## src/sv/im2col_pkg.sv

```systemverilog
`timescale 1ns / 1ps
package im2col_pkg;

  // Limits of the configuration registers
  localparam int MAX_DIM      = 1024;
  localparam int MAX_CHANNELS = 1024;
  localparam int MAX_KERNEL   = 15;

  localparam int DMAX = (MAX_DIM < 1024) ? MAX_DIM : 1024;
  localparam int CMAX = (MAX_CHANNELS < 1024) ? MAX_CHANNELS : 1024;
  localparam int KMAX = (MAX_KERNEL < 15) ? MAX_KERNEL : 15;

  // Field and register widths
  localparam int DIM_W = 11;
  localparam int KER_W = 4;
  localparam int CRI_W = 18;
  localparam int SRC_W = 30;
  localparam int DST_W = 38;

  localparam int CFG_IDX_W  = 3;
  localparam int CFG_DATA_W = 11;

  localparam int IN_TDATA_W  = 8;
  localparam int OUT_TDATA_W = 72;
  localparam int OUT_TUSER_W = 2;

  // Shared divider: dividend is as wide as the kernel-row index
  localparam int DIV_W     = CRI_W;
  localparam int DIV_CNT_W = $clog2(DIV_W);

  // Configuration register indexes
  localparam logic [CFG_IDX_W-1:0] REG_IMAGE_HEIGHT  = 3'd0;
  localparam logic [CFG_IDX_W-1:0] REG_IMAGE_WIDTH   = 3'd1;
  localparam logic [CFG_IDX_W-1:0] REG_CHANNEL_COUNT = 3'd2;
  localparam logic [CFG_IDX_W-1:0] REG_KERNEL_SIZE   = 3'd3;
  localparam logic [CFG_IDX_W-1:0] REG_STEP_SIZE     = 3'd4;
  localparam logic [CFG_IDX_W-1:0] REG_PADDING       = 3'd5;

  // Divider job selects
  typedef logic [1:0] div_sel_t;
  localparam div_sel_t DIV_OUT_H = 2'd0;  // output height
  localparam div_sel_t DIV_OUT_W = 2'd1;  // output width
  localparam div_sel_t DIV_KCOL  = 2'd2;  // index / k
  localparam div_sel_t DIV_KROW  = 2'd3;  // (index / k) / k

  typedef struct packed {
    logic     accept;
    logic     nc_mul;
    logic     nc_fin;
    logic     div_start;
    div_sel_t div_sel;
    logic     clr;
    logic     step;
    logic     mul1;
    logic     mul2;
    logic     mul3;
    logic     out_load;
  } im2col_cmd_t;

  typedef struct packed {
    logic restart;
    logic div_done;
    logic out_busy;
  } im2col_sts_t;

endpackage

```

## src/sv/im2col_address_generator.sv

```systemverilog
`timescale 1ns / 1ps
// im2col address generator: every input word either restarts a pass (in_tdata[0] = 1) or
// advances it, and yields exactly one output word with the column-buffer destination index,
// the image source address and a padding flag telling the memory side to write zero. The
// walk runs kernel-row index (channel, kernel row, kernel column) outermost, then output
// row, then output column. Output sizes are computed from the registers at restart and
// held; an empty pass gives an all-zero word with valid_res low. The block works on one
// word at a time, paced by the shared bit-serial divider (each division takes a start
// step, one shift per quotient bit and a done step; two divisions split the kernel-row
// index on every word, two more size the output on restart). A new input word is taken
// only after the previous one has gone into the output register, where a finished word
// waits while the next input word is already accepted. Configuration writes are always
// taken (cfg_ready is high); write them only while no word is in flight.
module im2col_address_generator (
  input  logic                                clk,
  input  logic                                rst_n,
  // Configuration write channel
  input  logic                                cfg_valid,
  output logic                                cfg_ready,
  input  logic [im2col_pkg::CFG_IDX_W-1:0]    cfg_index,
  input  logic [im2col_pkg::CFG_DATA_W-1:0]   cfg_data,
  // Input words
  input  logic                                in_tvalid,
  output logic                                in_tready,
  input  logic [im2col_pkg::IN_TDATA_W-1:0]   in_tdata,   // [0] restart
  // Output words
  output logic                                out_tvalid,
  input  logic                                out_tready,
  output logic [im2col_pkg::OUT_TDATA_W-1:0]  out_tdata,  // [29:0] source_address,
                                                          // [67:30] destination_index
  output logic                                out_tlast,  // last
  output logic [im2col_pkg::OUT_TUSER_W-1:0]  out_tuser   // [0] is_padding, [1] valid_res
);
  import im2col_pkg::*;

  im2col_cmd_t cmd;
  im2col_sts_t sts;

  // Registers are plain flops with no side effects: always take a write
  assign cfg_ready = 1'b1;

  // Sequence each word: size the output on restart, advance, split, multiply, hand off
  im2col_ctrl u_ctrl (
    .clk       (clk),
    .rst_n     (rst_n),
    .in_tvalid (in_tvalid),
    .in_tready (in_tready),
    .sts       (sts),
    .cmd       (cmd)
  );

  // Hold the configuration, walk counters, divider, address math and output register
  im2col_dp u_dp (
    .clk        (clk),
    .rst_n      (rst_n),
    .cfg_valid  (cfg_valid),
    .cfg_index  (cfg_index),
    .cfg_data   (cfg_data),
    .in_restart (in_tdata[0]),
    .cmd        (cmd),
    .sts        (sts),
    .out_tready (out_tready),
    .out_tvalid (out_tvalid),
    .out_tdata  (out_tdata),
    .out_tlast  (out_tlast),
    .out_tuser  (out_tuser)
  );

endmodule

```

## src/sv/im2col_div.sv

```systemverilog
`timescale 1ns / 1ps
module im2col_div (
  input  logic                           clk,
  input  logic                           rst_n,
  input  logic                           start,
  input  logic [im2col_pkg::DIV_W-1:0]   dividend,
  input  logic [im2col_pkg::KER_W-1:0]   divisor,
  output logic [im2col_pkg::DIV_W-1:0]   quotient,
  output logic [im2col_pkg::KER_W-1:0]   remainder,
  output logic                           done
);
  import im2col_pkg::*;

  logic [DIV_W-1:0]     quo_r, quo_nxt;
  logic [KER_W-1:0]     rem_r, rem_nxt;
  logic [KER_W-1:0]     dvs_r;
  logic [DIV_CNT_W-1:0] cnt_r;
  logic                 busy_r;
  logic                 done_r;
  logic [KER_W:0]       trial;
  logic [KER_W:0]       diff;
  logic                 fits;

  // Restoring division, one quotient bit per cycle, MSB first
  always_comb begin
    trial   = {rem_r, quo_r[DIV_W-1]};
    diff    = trial - {1'b0, dvs_r};
    fits    = (trial >= {1'b0, dvs_r});
    rem_nxt = fits ? diff[KER_W-1:0] : trial[KER_W-1:0];
    quo_nxt = {quo_r[DIV_W-2:0], fits};
  end

  always_ff @(posedge clk) begin
    if (!rst_n) begin
      busy_r <= 1'b0;
      done_r <= 1'b0;
      cnt_r  <= '0;
    end else begin
      done_r <= 1'b0;
      if (start) begin
        busy_r <= 1'b1;
        cnt_r  <= '0;
      end else if (busy_r) begin
        cnt_r <= cnt_r + 1'b1;
        if (cnt_r == DIV_CNT_W'(DIV_W - 1)) begin
          busy_r <= 1'b0;
          done_r <= 1'b1;
        end
      end
    end
  end

  always_ff @(posedge clk) begin
    if (start) begin
      quo_r <= dividend;
      rem_r <= '0;
      dvs_r <= divisor;
    end else if (busy_r) begin
      quo_r <= quo_nxt;
      rem_r <= rem_nxt;
    end
  end

  assign quotient  = quo_r;
  assign remainder = rem_r;
  assign done      = done_r;

endmodule

```

## src/sv/im2col_dp.sv

```systemverilog
`timescale 1ns / 1ps
module im2col_dp (
  input  logic                                clk,
  input  logic                                rst_n,
  input  logic                                cfg_valid,
  input  logic [im2col_pkg::CFG_IDX_W-1:0]    cfg_index,
  input  logic [im2col_pkg::CFG_DATA_W-1:0]   cfg_data,
  input  logic                                in_restart,
  input  im2col_pkg::im2col_cmd_t             cmd,
  output im2col_pkg::im2col_sts_t             sts,
  input  logic                                out_tready,
  output logic                                out_tvalid,
  output logic [im2col_pkg::OUT_TDATA_W-1:0]  out_tdata,
  output logic                                out_tlast,
  output logic [im2col_pkg::OUT_TUSER_W-1:0]  out_tuser
);
  import im2col_pkg::*;

  // Configuration
  logic [DIM_W-1:0] img_h_r, img_w_r, chan_r;
  logic [KER_W-1:0] ksize_r, step_r, pad_r;
  logic [DIM_W-1:0] cfg_dim, cfg_chan;
  logic [KER_W-1:0] cfg_k4, cfg_ker, cfg_step;

  // Walk state
  logic [CRI_W-1:0] c_r;
  logic [DIM_W-1:0] h_r, w_r, oh_r, ow_r;
  logic [DST_W-1:0] dst_r;

  // Work registers
  logic             restart_r;
  logic [14:0]      ck_r;
  logic [CRI_W-1:0] nc_r;
  div_sel_t         sel_r;
  logic [CRI_W-1:0] q1_r, ch_r;
  logic [KER_W-1:0] kc_r, kr_r;
  logic [16:0]      row_r, col_r;
  logic [28:0]      hc_r;
  logic [SRC_W-1:0] a_r, src_r;
  logic             padf_r, lastf_r;

  // Output register
  logic             out_valid_r;
  logic [SRC_W-1:0] out_src_r;
  logic [DST_W-1:0] out_dst_r;
  logic             out_pad_r, out_last_r, out_vres_r;

  logic [DIM_W-1:0] span_h, span_w, k_ext, span_h_k, span_w_k;
  logic             h_short, w_short, live, at_last;
  logic [CRI_W:0]   c_p1;
  logic [DIM_W:0]   h_p1, w_p1;
  logic [DIV_W-1:0] div_dvd, div_quo;
  logic [KER_W-1:0] div_dvs, div_rem;
  logic             div_done;
  logic [14:0]      hs, ws;
  logic [16:0]      row_nxt, col_nxt;

  // Clamp a written value into its register's range
  always_comb begin
    cfg_k4 = cfg_data[KER_W-1:0];
    if (cfg_data == '0) cfg_dim = DIM_W'(1);
    else if (cfg_data > DIM_W'(DMAX)) cfg_dim = DIM_W'(DMAX);
    else cfg_dim = cfg_data;
    if (cfg_data == '0) cfg_chan = DIM_W'(1);
    else if (cfg_data > DIM_W'(CMAX)) cfg_chan = DIM_W'(CMAX);
    else cfg_chan = cfg_data;
    if (cfg_k4 == '0) cfg_ker = KER_W'(1);
    else if (cfg_k4 > KER_W'(KMAX)) cfg_ker = KER_W'(KMAX);
    else cfg_ker = cfg_k4;
    cfg_step = (cfg_k4 == '0) ? KER_W'(1) : cfg_k4;
  end

  always_ff @(posedge clk) begin
    if (!rst_n) begin
      img_h_r <= DIM_W'(1);
      img_w_r <= DIM_W'(1);
      chan_r  <= DIM_W'(1);
      ksize_r <= KER_W'(1);
      step_r  <= KER_W'(1);
      pad_r   <= '0;
    end else if (cfg_valid) begin
      unique case (cfg_index)
        REG_IMAGE_HEIGHT:  img_h_r <= cfg_dim;
        REG_IMAGE_WIDTH:   img_w_r <= cfg_dim;
        REG_CHANNEL_COUNT: chan_r  <= cfg_chan;
        REG_KERNEL_SIZE:   ksize_r <= cfg_ker;
        REG_STEP_SIZE:     step_r  <= cfg_step;
        REG_PADDING:       pad_r   <= cfg_k4;
        default: ;
      endcase
    end
  end

  // Output size operands and end-of-pass test
  always_comb begin
    k_ext    = DIM_W'(ksize_r);
    span_h   = img_h_r + DIM_W'({pad_r, 1'b0});
    span_w   = img_w_r + DIM_W'({pad_r, 1'b0});
    span_h_k = span_h - k_ext;
    span_w_k = span_w - k_ext;
    h_short  = (span_h < k_ext);
    w_short  = (span_w < k_ext);
    live     = (oh_r != '0) && (ow_r != '0);
    c_p1     = {1'b0, c_r} + (CRI_W+1)'(1);
    h_p1     = {1'b0, h_r} + (DIM_W+1)'(1);
    w_p1     = {1'b0, w_r} + (DIM_W+1)'(1);
    at_last  = (c_p1 >= {1'b0, nc_r}) && (h_p1 >= {1'b0, oh_r}) &&
               (w_p1 >= {1'b0, ow_r});
  end

  always_comb begin
    unique case (cmd.div_sel)
      DIV_OUT_H: begin div_dvd = DIV_W'(span_h_k); div_dvs = step_r;  end
      DIV_OUT_W: begin div_dvd = DIV_W'(span_w_k); div_dvs = step_r;  end
      DIV_KCOL:  begin div_dvd = c_r;              div_dvs = ksize_r; end
      DIV_KROW:  begin div_dvd = q1_r;             div_dvs = ksize_r; end
      default:   begin div_dvd = c_r;              div_dvs = ksize_r; end
    endcase
  end

  im2col_div u_div (
    .clk       (clk),
    .rst_n     (rst_n),
    .start     (cmd.div_start),
    .dividend  (div_dvd),
    .divisor   (div_dvs),
    .quotient  (div_quo),
    .remainder (div_rem),
    .done      (div_done)
  );

  // Walk state: sizes latched at restart, counters advance in walk order
  always_ff @(posedge clk) begin
    if (!rst_n) begin
      c_r   <= '0;
      h_r   <= '0;
      w_r   <= '0;
      oh_r  <= '0;
      ow_r  <= '0;
      dst_r <= '0;
    end else begin
      if (div_done) begin
        if (sel_r == DIV_OUT_H) begin
          oh_r <= h_short ? '0 : div_quo[DIM_W-1:0] + DIM_W'(1);
        end
        if (sel_r == DIV_OUT_W) begin
          ow_r <= w_short ? '0 : div_quo[DIM_W-1:0] + DIM_W'(1);
        end
      end
      if (cmd.clr) begin
        c_r   <= '0;
        h_r   <= '0;
        w_r   <= '0;
        dst_r <= '0;
      end else if (cmd.step && live) begin
        if (at_last) begin
          c_r   <= '0;
          h_r   <= '0;
          w_r   <= '0;
          dst_r <= '0;
        end else begin
          if (w_p1 >= {1'b0, ow_r}) begin
            w_r <= '0;
            if (h_p1 >= {1'b0, oh_r}) begin
              h_r <= '0;
              c_r <= c_p1[CRI_W-1:0];
            end else begin
              h_r <= h_p1[DIM_W-1:0];
            end
          end else begin
            w_r <= w_p1[DIM_W-1:0];
          end
          dst_r <= dst_r + DST_W'(1);
        end
      end
    end
  end

  always_comb begin
    hs      = 15'(h_r) * 15'(step_r);
    ws      = 15'(w_r) * 15'(step_r);
    row_nxt = 17'(hs) + 17'(kr_r) - 17'(pad_r);
    col_nxt = 17'(ws) + 17'(kc_r) - 17'(pad_r);
  end

  always_ff @(posedge clk) begin
    if (cmd.accept) restart_r <= in_restart;
    if (cmd.nc_mul) ck_r <= 15'(chan_r) * 15'(ksize_r);
    if (cmd.nc_fin) nc_r <= CRI_W'(ck_r) * CRI_W'(ksize_r);
    if (cmd.div_start) sel_r <= cmd.div_sel;
    if (div_done && sel_r == DIV_KCOL) begin
      q1_r <= div_quo;
      kc_r <= div_rem;
    end
    if (div_done && sel_r == DIV_KROW) begin
      ch_r <= div_quo;
      kr_r <= div_rem;
    end
    if (cmd.mul1) begin
      row_r <= row_nxt;
      col_r <= col_nxt;
      hc_r  <= 29'(img_h_r) * 29'(ch_r);
    end
    if (cmd.mul2) begin
      a_r     <= SRC_W'(row_r[15:0]) + SRC_W'(hc_r);
      padf_r  <= row_r[16] || col_r[16] || (row_r[15:0] >= 16'(img_h_r)) ||
                 (col_r[15:0] >= 16'(img_w_r));
      lastf_r <= at_last;
    end
    if (cmd.mul3) begin
      src_r <= SRC_W'(col_r[15:0]) + SRC_W'(img_w_r) * a_r;
    end
  end

  // Output register
  always_ff @(posedge clk) begin
    if (!rst_n) begin
      out_valid_r <= 1'b0;
    end else if (cmd.out_load) begin
      out_valid_r <= 1'b1;
    end else if (out_tready) begin
      out_valid_r <= 1'b0;
    end
  end

  always_ff @(posedge clk) begin
    if (cmd.out_load) begin
      out_src_r  <= (live && !padf_r) ? src_r : '0;
      out_dst_r  <= live ? dst_r : '0;
      out_pad_r  <= live && padf_r;
      out_last_r <= live && lastf_r;
      out_vres_r <= live;
    end
  end

  assign out_tvalid = out_valid_r;
  assign out_tdata  = {{(OUT_TDATA_W-DST_W-SRC_W){1'b0}}, out_dst_r, out_src_r};
  assign out_tlast  = out_last_r;
  assign out_tuser  = {out_vres_r, out_pad_r};

  assign sts.restart  = restart_r;
  assign sts.div_done = div_done;
  assign sts.out_busy = out_valid_r && !out_tready;

endmodule

```

## src/sv/im2col_ctrl.sv

```systemverilog
`timescale 1ns / 1ps
module im2col_ctrl (
  input  logic                     clk,
  input  logic                     rst_n,
  input  logic                     in_tvalid,
  output logic                     in_tready,
  input  im2col_pkg::im2col_sts_t  sts,
  output im2col_pkg::im2col_cmd_t  cmd
);
  import im2col_pkg::*;

  localparam logic [3:0] S_IDLE  = 4'd0;
  localparam logic [3:0] S_NC1   = 4'd1;
  localparam logic [3:0] S_NC2   = 4'd2;
  localparam logic [3:0] S_DIVH  = 4'd3;
  localparam logic [3:0] S_WAITH = 4'd4;
  localparam logic [3:0] S_DIVW  = 4'd5;
  localparam logic [3:0] S_WAITW = 4'd6;
  localparam logic [3:0] S_STEP  = 4'd7;
  localparam logic [3:0] S_DIVC  = 4'd8;
  localparam logic [3:0] S_WAITC = 4'd9;
  localparam logic [3:0] S_DIVQ  = 4'd10;
  localparam logic [3:0] S_WAITQ = 4'd11;
  localparam logic [3:0] S_MUL1  = 4'd12;
  localparam logic [3:0] S_MUL2  = 4'd13;
  localparam logic [3:0] S_MUL3  = 4'd14;
  localparam logic [3:0] S_OUT   = 4'd15;

  logic [3:0] state_r, state_nxt;

  always_comb begin
    cmd       = '0;
    state_nxt = state_r;
    unique case (state_r)
      S_IDLE: begin
        if (in_tvalid) begin
          cmd.accept = 1'b1;
          state_nxt  = S_NC1;
        end
      end
      S_NC1: begin
        cmd.nc_mul = 1'b1;
        state_nxt  = S_NC2;
      end
      S_NC2: begin
        cmd.nc_fin = 1'b1;
        state_nxt  = sts.restart ? S_DIVH : S_STEP;
      end
      S_DIVH: begin
        cmd.div_start = 1'b1;
        cmd.div_sel   = DIV_OUT_H;
        cmd.clr       = 1'b1;
        state_nxt     = S_WAITH;
      end
      S_WAITH: if (sts.div_done) state_nxt = S_DIVW;
      S_DIVW: begin
        cmd.div_start = 1'b1;
        cmd.div_sel   = DIV_OUT_W;
        state_nxt     = S_WAITW;
      end
      S_WAITW: if (sts.div_done) state_nxt = S_DIVC;
      S_STEP: begin
        cmd.step  = 1'b1;
        state_nxt = S_DIVC;
      end
      S_DIVC: begin
        cmd.div_start = 1'b1;
        cmd.div_sel   = DIV_KCOL;
        state_nxt     = S_WAITC;
      end
      S_WAITC: if (sts.div_done) state_nxt = S_DIVQ;
      S_DIVQ: begin
        cmd.div_start = 1'b1;
        cmd.div_sel   = DIV_KROW;
        state_nxt     = S_WAITQ;
      end
      S_WAITQ: if (sts.div_done) state_nxt = S_MUL1;
      S_MUL1: begin
        cmd.mul1  = 1'b1;
        state_nxt = S_MUL2;
      end
      S_MUL2: begin
        cmd.mul2  = 1'b1;
        state_nxt = S_MUL3;
      end
      S_MUL3: begin
        cmd.mul3  = 1'b1;
        state_nxt = S_OUT;
      end
      S_OUT: begin
        if (!sts.out_busy) begin
          cmd.out_load = 1'b1;
          state_nxt    = S_IDLE;
        end
      end
      default: state_nxt = S_IDLE;
    endcase
  end

  always_ff @(posedge clk) begin
    if (!rst_n) begin
      state_r <= S_IDLE;
    end else begin
      state_r <= state_nxt;
    end
  end

  assign in_tready = (state_r == S_IDLE);

endmodule

```

## config.mk

```make
export PLATFORM = sky130hd
export DESIGN_NAME = im2col_address_generator
export DESIGN_NICKNAME = d
export VERILOG_FILES = /design/src/sv/im2col_pkg.sv /design/src/sv/im2col_address_generator.sv /design/src/sv/im2col_div.sv /design/src/sv/im2col_dp.sv /design/src/sv/im2col_ctrl.sv
export SDC_FILE = /design/constraint.sdc
export NUM_CORES = 2
export LEC_CHECK = 0
export BUFFER_PORTS_ARGS = -buffer_cell sky130_fd_sc_hd__clkbuf_2
export CAP_MARGIN = 20
export CORE_ASPECT_RATIO = 0.5
export CORE_MARGIN = 2
export CORE_UTILIZATION = 55
export DETAILED_ROUTE_END_ITERATION = 16
export HOLD_SLACK_MARGIN = 0.12
export PLACE_DENSITY_LB_ADDON = 0.2
export SYNTH_ARGS = -nofsm -noshare
export SYNTH_HDL_FRONTEND = slang
export SYNTH_SLANG_ARGS = --single-unit
export TNS_END_PERCENT = 20
```

## constraint.sdc

```tcl
create_clock -name clk -period 15.95 [get_ports clk]
set_input_delay 1.595 -clock clk [delete_from_list [all_inputs] [get_ports clk]]
set_output_delay 1.595 -clock clk [all_outputs]
set_load 0.02 [all_outputs]
```

; ---- Word level (Yosys, flattened, before mapping)
; Index checks and enable logic that the tools add are counted.
[word_totals]
reg_bits = 459
in_bits = 27
out_inout_bits = 78
elab_cells = 198
[op_classes]
add_sub_neg = 17
multipliers = 6
n_lt_le_gt_ge = 10
n_eq_ne = 33
n_mux = 47
bitwise_logic = 2
n_reduce_logical = 43
[op_table]
columns = cell, n
row1 = $mux W11, 9
row2 = $mux W18, 5
row3 = $pmux W18 S4, 1
row4 = $pmux W4 S16, 1
row5 = $mul A11 B4 Y15, 3
row6 = $mux W4, 10
row7 = $add A38 B1 Y38 const B, 1
row8 = $mux W38, 1
row9 = $sub A17 B4 Y17, 2
row10 = $add A15 B4 Y16, 2
row11 = $eq A4 B4 Y1 const B, 8
row12 = $ge A16 B11 Y1, 2
row13 = $add A16 B29 Y30, 1
row14 = $add A16 B30 Y30, 1
row15 = $mul A11 B30 Y30, 1
row16 = $mul A11 B18 Y29, 1
row17 = $add A11 B1 Y12 const B, 2
row18 = $ge A12 B11 Y1, 2
row19 = $add A11 B5 Y11, 2
row20 = $lt A11 B4 Y1, 2
row21 = $reduce_bool A11 Y1, 2
row22 = $sub A11 B4 Y11, 2
row23 = $add A18 B1 Y19 const B, 1
row24 = $ge A19 B18 Y1, 1
row25 = 36 further kinds, 95

; ---- Logic depth before layout (Yosys ltp)
[depth]
depth_word = 6
depth_mapped = 23
mapped_depth_nobuf = 20

; ---- By module
; Synthesis repeated with hierarchy kept, for this count alone.
[unflattened]
cells_unflattened = 4382
area_unflattened_um2 = 42788.5
[by_module_without_submodules]
columns = module, instances, cells_each, area_per_inst_um2, seq_area_each_um2
row1 = im2col_dp, 1, 4209, 40861.7, 11210.8
row2 = im2col_div, 1, 116, 1510.2, 880.8
row3 = im2col_ctrl, 1, 55, 405.4, 80.1
row4 = im2col_address_generator, 1, 2, 11.3, 0.0

; ---- Worst setup path before layout
; OpenSTA, ideal clock, no wires.
[synth_path]
kind = reg2reg
from = register u_dp.img_w_r[7]
to = register u_dp.src_r[29], data pin
setup_ns = 0.260
t_arrival_ns = 5.662
required_time_ns = 15.690
setup_slack_ns = 10.028
stages_incl_launch_ff = 21
n_path_buf = 2
period_less_slack_ns = 5.922
cell_sequence = dfxtp_1 -> clkbuf_1 -> clkbuf_1 -> nand2_1 -> fa_1 -> inv_1 -> fa_1 -> fa_1 -> fa_1 -> inv_1 -> fa_1 -> inv_1 -> ha_1 -> o21a_1 -> o32a_1 -> nand3_1 -> a31oi_1 -> or4b_1 -> a311o_1 -> a21oi_1 -> xnor2_1
[synth_between]
elab_chain_len = 2
[synth_rtl]
columns = element, line
row1 = "start, declared", im2col_dp.sv:20  ; logic [DIM_W-1:0] img_h_r, img_w_r, chan_r;
row2 = "start signal, assigned", im2col_dp.sv:84  ; REG_IMAGE_WIDTH: img_w_r <= cfg_dim;
row3 = $mul A11 B30 Y30, im2col_dp.sv:211  ; src_r <= SRC_W'(col_r[15:0]) + SRC_W'(img_w_r) * a_r;
row4 = $add A16 B30 Y30, im2col_dp.sv:211
row5 = "end signal, assigned", im2col_dp.sv:211
row6 = "end, declared", im2col_dp.sv:39  ; logic [SRC_W-1:0] a_r, src_r;
; Every way passes these cells.
; A chain may end at the register's enable or synchronous reset.

; ---- Final worst setup path
[layout_path]
from = register u_dp.img_w_r[4]
to = register u_dp.src_r[18], data pin
; The elaborated chain is that of the path after synthesis.

==> flow_summary.yaml <==
floorplan:
  coreArea_um2: 77290
  io-pin-count: 105
  fp-row-count: 72
  fp.dieArea_um2: 80510
  die_h_um: 201.6
  die_w_um: 399.3
  start_util_pct: 55.59
clock_network:
  cts_resized: 0
  insertion_delay_ns: 0.61
  tritoncts: "done"
  h-tree-depth: 2
  clockBufferDepth: 3
  cts_sinks: 459
  cts_setup_buffers: 0
  holdBufCountCts: 0
  clk_pin_slew_ns: 0.06
  cts_made_buffers: 46
  cts_root_buffer: "clkbuf_16"
critical_path:
  cp.arrival_ns: 6.80
  worstPathMaxFanout: 28
  crit_type: "flip-flop to flip-flop"
  max_stage_delay_ns: 0.59
  r2r-end: "u_dp.src_r[18]"
  setup.worst_path.start_class: "flip-flop"
  rr_worst_depth: 19
  reg2reg_from: "u_dp.img_w_r[4]"
  crit_top_cell: "fa_1"
  rrSetupSlack_ns: 9.49
  critPathCaptureType: "flip-flop"
  cp.required_ns: 16.29
  path_cells: "buf_4, nand2_1, fa_1, fa_1, fa_1, inv_1, fa_1, inv_1, fa_1, inv_1, ha_1, a2111oi_0, o21ai_1, a41oi_1, nor2b_1, o31a_1, o31a_1, mux2i_1, nand2_1"
  slowest_stage: "fa_1"
power_and_ir_drop:
  power.density_nw_per_um2: 63.49
  p_int_uw: 2124
  p_leak_uw: 0.02059
  combPwrFrac_pct: 13.6
  power.total_uw: 2911
  power_switching_uw: 786.4
  pwr-share-seq_pct: 47.8
  p_sw_share_pct: 27.02
  p_clk_share_pct: 38.6
  ir_worst_vdd_mv: 0.07801
timing:
  fmax_mhz: 154.7
  finalSetupViolations: 0
  fin_skew_ns: 0.02749
  period_needed_ns: 6.463
  slew_violations: 0
  hold_viol_final: 0
  hold-worst-slack_ns: 0.4724
  fin_setup_tns_ns: 0
  relSlewSlack_pct: 19.30
  worstMarginPinSlew_ns: 1.209
  rsz0062_at_grt: "no"
  min_period_over_period_pct: 40.52
final_layout:
  multi_input_area_um2: 27560
  nFillCells: 6637
  nets: 5352
  layout.cells.non_filler: 5598
  antenna_cells: 0
  final_area_um2: 45850
  area_growth_pct: 6.697
  regArea_um2: 12170
  post_route_cells_drive_above_1_share_pct: 5.480
logic_synthesis:
  synth.distinct_cells: 92
  synthCells: 4538
  synthArstFlopShare_pct: 0
  synth_top_area_share_pct: 21.10
  synth_area_um2: 42970
  synth_top_flop_cell: "edfxtp_1"
  avgSynthCellArea_um2: 9.469
  yosys_register_bits: 459
  synth.area.top_cells: "fa_1, edfxtp_1, ha_1, dfxtp_1, inv_1"
  yosys_warnings: 0
  ys_seq_area_share_pct: 28.33
  synth_edf_count: 298
  synth_area_leader_cell: "fa_1"
worst_hold_path:
  holdPathStages: 2
  hold_path_end: "u_dp.img_w_r[7]"
  min_from: "u_dp.img_w_r[7]"
  min_path_type: "flip-flop to flip-flop"
grt:
  grt_overflow: 0
  grt_pass1_wl_mm: 159.7
  antenna_found_initial: 2
  grt_usage_pct: 24.55
  grt_max_degree: 76
  grt_pass1_vias: 31140
place:
  dp_hpwl_mm: 75.02
  gp_congestion: 0.8996
  dpl_cell_area_um2: 44300
  dp_cells: 5512
  io_buffers: 92
route:
  routed_wl_mm: 96.75
  drt_iter0_drc: 2391
  first_pass_iters: 8
  route.detailed.drc: 0
  ant_nets: 0
  num_vias: 30890
  via_per_inst: 5.518
  wl_per_cell_um: 17.28
run_status:
  outcome: "completed"
job:
  drv_cap: 0
-- worst max-delay path, delay by kind of cell (launching register included) --
family | cells | cell delay, ns
buffers and inverters | 4 | 0.51
flip-flops | 1 | 0.33
AO/OA/AOI/OAI | 5 | 1.88
adder cells (fa/ha/maj) | 6 | 2.94
AND/OR/NAND/NOR | 3 | 0.35
multiplexers | 1 | 0.16
-- routing by layer --
| layer | share of wire [%] | GRT usage (%) | vias to the layer above | wire [um] |
|---|---|---|---|---|
| li1 | - | - | 14710 | - |
| met1 | 47 | 35.75 | 15170 | 45170 |
| met2 | 44 | 38.72 | 873 | 42920 |
| met3 | 6.7 | 3.620 | 131 | 6524 |
| met4 | 2.2 | 5.854 | 2 | 2118 |
| met5 | 0.013 | 0 | - | 13 |
-- layout make-up --
| class | instances | share of cell area [%] |
|---|---|---|
| clock buffer | 64 | 2.838 |
| clock inverter | 21 | 0.5049 |
| inverter | 662 | 5.420 |
| multi-input combinational | 3222 | 60.12 |
| sequential | 459 | 26.55 |
| tap | 1036 | 2.827 |
| timing repair buffer | 134 | 1.744 |
-- layout by cell type (no fill, tap or decap), drive strengths merged, types with 10 or more instances in the layout --
cell    Yosys  final
a31oi      11     11
inv       662    667
ha        347    347
fa        453    453
nand2b     40     40
nor4       18     18
buf        26     42
xor2      108    108
nor3b      10     10
and2      328    328
edfxtp    298    298
a21oi     150    150
o21a       23     23
xnor2     168    168
nand4      23     23
o21ai      92     92
nor3       63     63
dfxtp     161    161
a21boi     50     50
a21o       55     55
nor2b      47     47
a222oi     13     13
clkbuf    172    156
nand3      95     95
nor2      190    190
mux2i      21     21
o31ai      13     13
o211ai     23     23
o21bai     15     15
a211oi     19     19
and3       90     90
or3        14     14
nand2     613    613
or2        10     10
-- stage by stage --
stage | setup slack, ns | util, %
final | 9.487 | 59.32
after global routing | 9.161 | 59.32
after CTS | 9.587 | 59.30
after detailed placement | 9.598 | 57.32
after global placement | 9.718 | 57.28
after floorplan | 10.03 | -
-- registers in the layout, indices dropped and copies added (netlist names), 15 cells and up --
name                 cells
u_dp.col_r              17
u_dp.hc_r               29
u_dp.dst_r              38
u_dp.u_div.quotient     18
u_dp.src_r              30
u_dp.out_dst_r          38
u_dp.out_src_r          30
u_dp.ck_r               15
u_dp.q1_r               18
u_dp.c_r                18
u_dp.row_r              17
u_dp.a_r                30
u_dp.nc_r               18
u_dp.ch_r               18
-- cell usage after synthesis, drive strengths merged, types with 6 or more instances --
cell type and instances:
inv 662, nor2 190, a31o 7, and2 328, dfxtp 161, a211oi 19
a21boi 50, a21oi 150, mux2 6, a222oi 13, and3 90, nand4 23
nand2 613, a22oi 6, xnor2 168, o21a 23, edfxtp 298, nand2b 40
nor2b 47, or4 6, o31a 7, o21bai 15, a221oi 9, o21ai 92
nor3 63, or3 14, or2 10, nor4 18, xor2 108, a21o 55
o211ai 23, ha 347, nor3b 10, o31ai 13, a31oi 11, fa 453
buf 26, nand3 95, clkbuf 172, mux2i 21, nand3b 7
-- how the worst max path moves through the flow --
stage               startpoint              to  cells past startpoint
6_report       u_dp.img_w_r[4]  u_dp.src_r[18]                     19
5_1_grt        u_dp.img_h_r[2]   u_dp.hc_r[28]                     18
4_1_cts        u_dp.img_w_r[4]  u_dp.src_r[18]                     19
3_5_place_dp   u_dp.img_w_r[4]  u_dp.src_r[18]                     19
3_3_place_gp   u_dp.img_h_r[7]   u_dp.hc_r[28]                     19
2_1_floorplan  u_dp.img_w_r[7]  u_dp.src_r[29]                     20
-- power groups by stage --
stage	registers [uW]	logic, uW	clock network [uW]
6_report	1390	397	1120
5_1_grt	1390	455	1190
4_1_cts	1390	399	1140
3_5_place_dp	1420	396	0
3_3_place_gp	1420	383	0
2_1_floorplan	1380	312	0
-- kinds of logic (layout without fill, tap and decap cells) --
group | Yosys count | after routing | synth area share, %
AOI/OAI and AO/OA | 546 | 546 | 8.599
xor gates and xnor gates | 276 | 276 | 5.626
adders and majority gates | 800 | 800 | 31.21
buffers and inverters | 860 | 881 | 7.649
DFF | 459 | 459 | 28.33
muxes | 27 | 27 | 0.6464
other | 2 | 5 | 0.01748
and+or+nand+nor | 1568 | 1568 | 17.93
(Power assumes the default switching activity.)
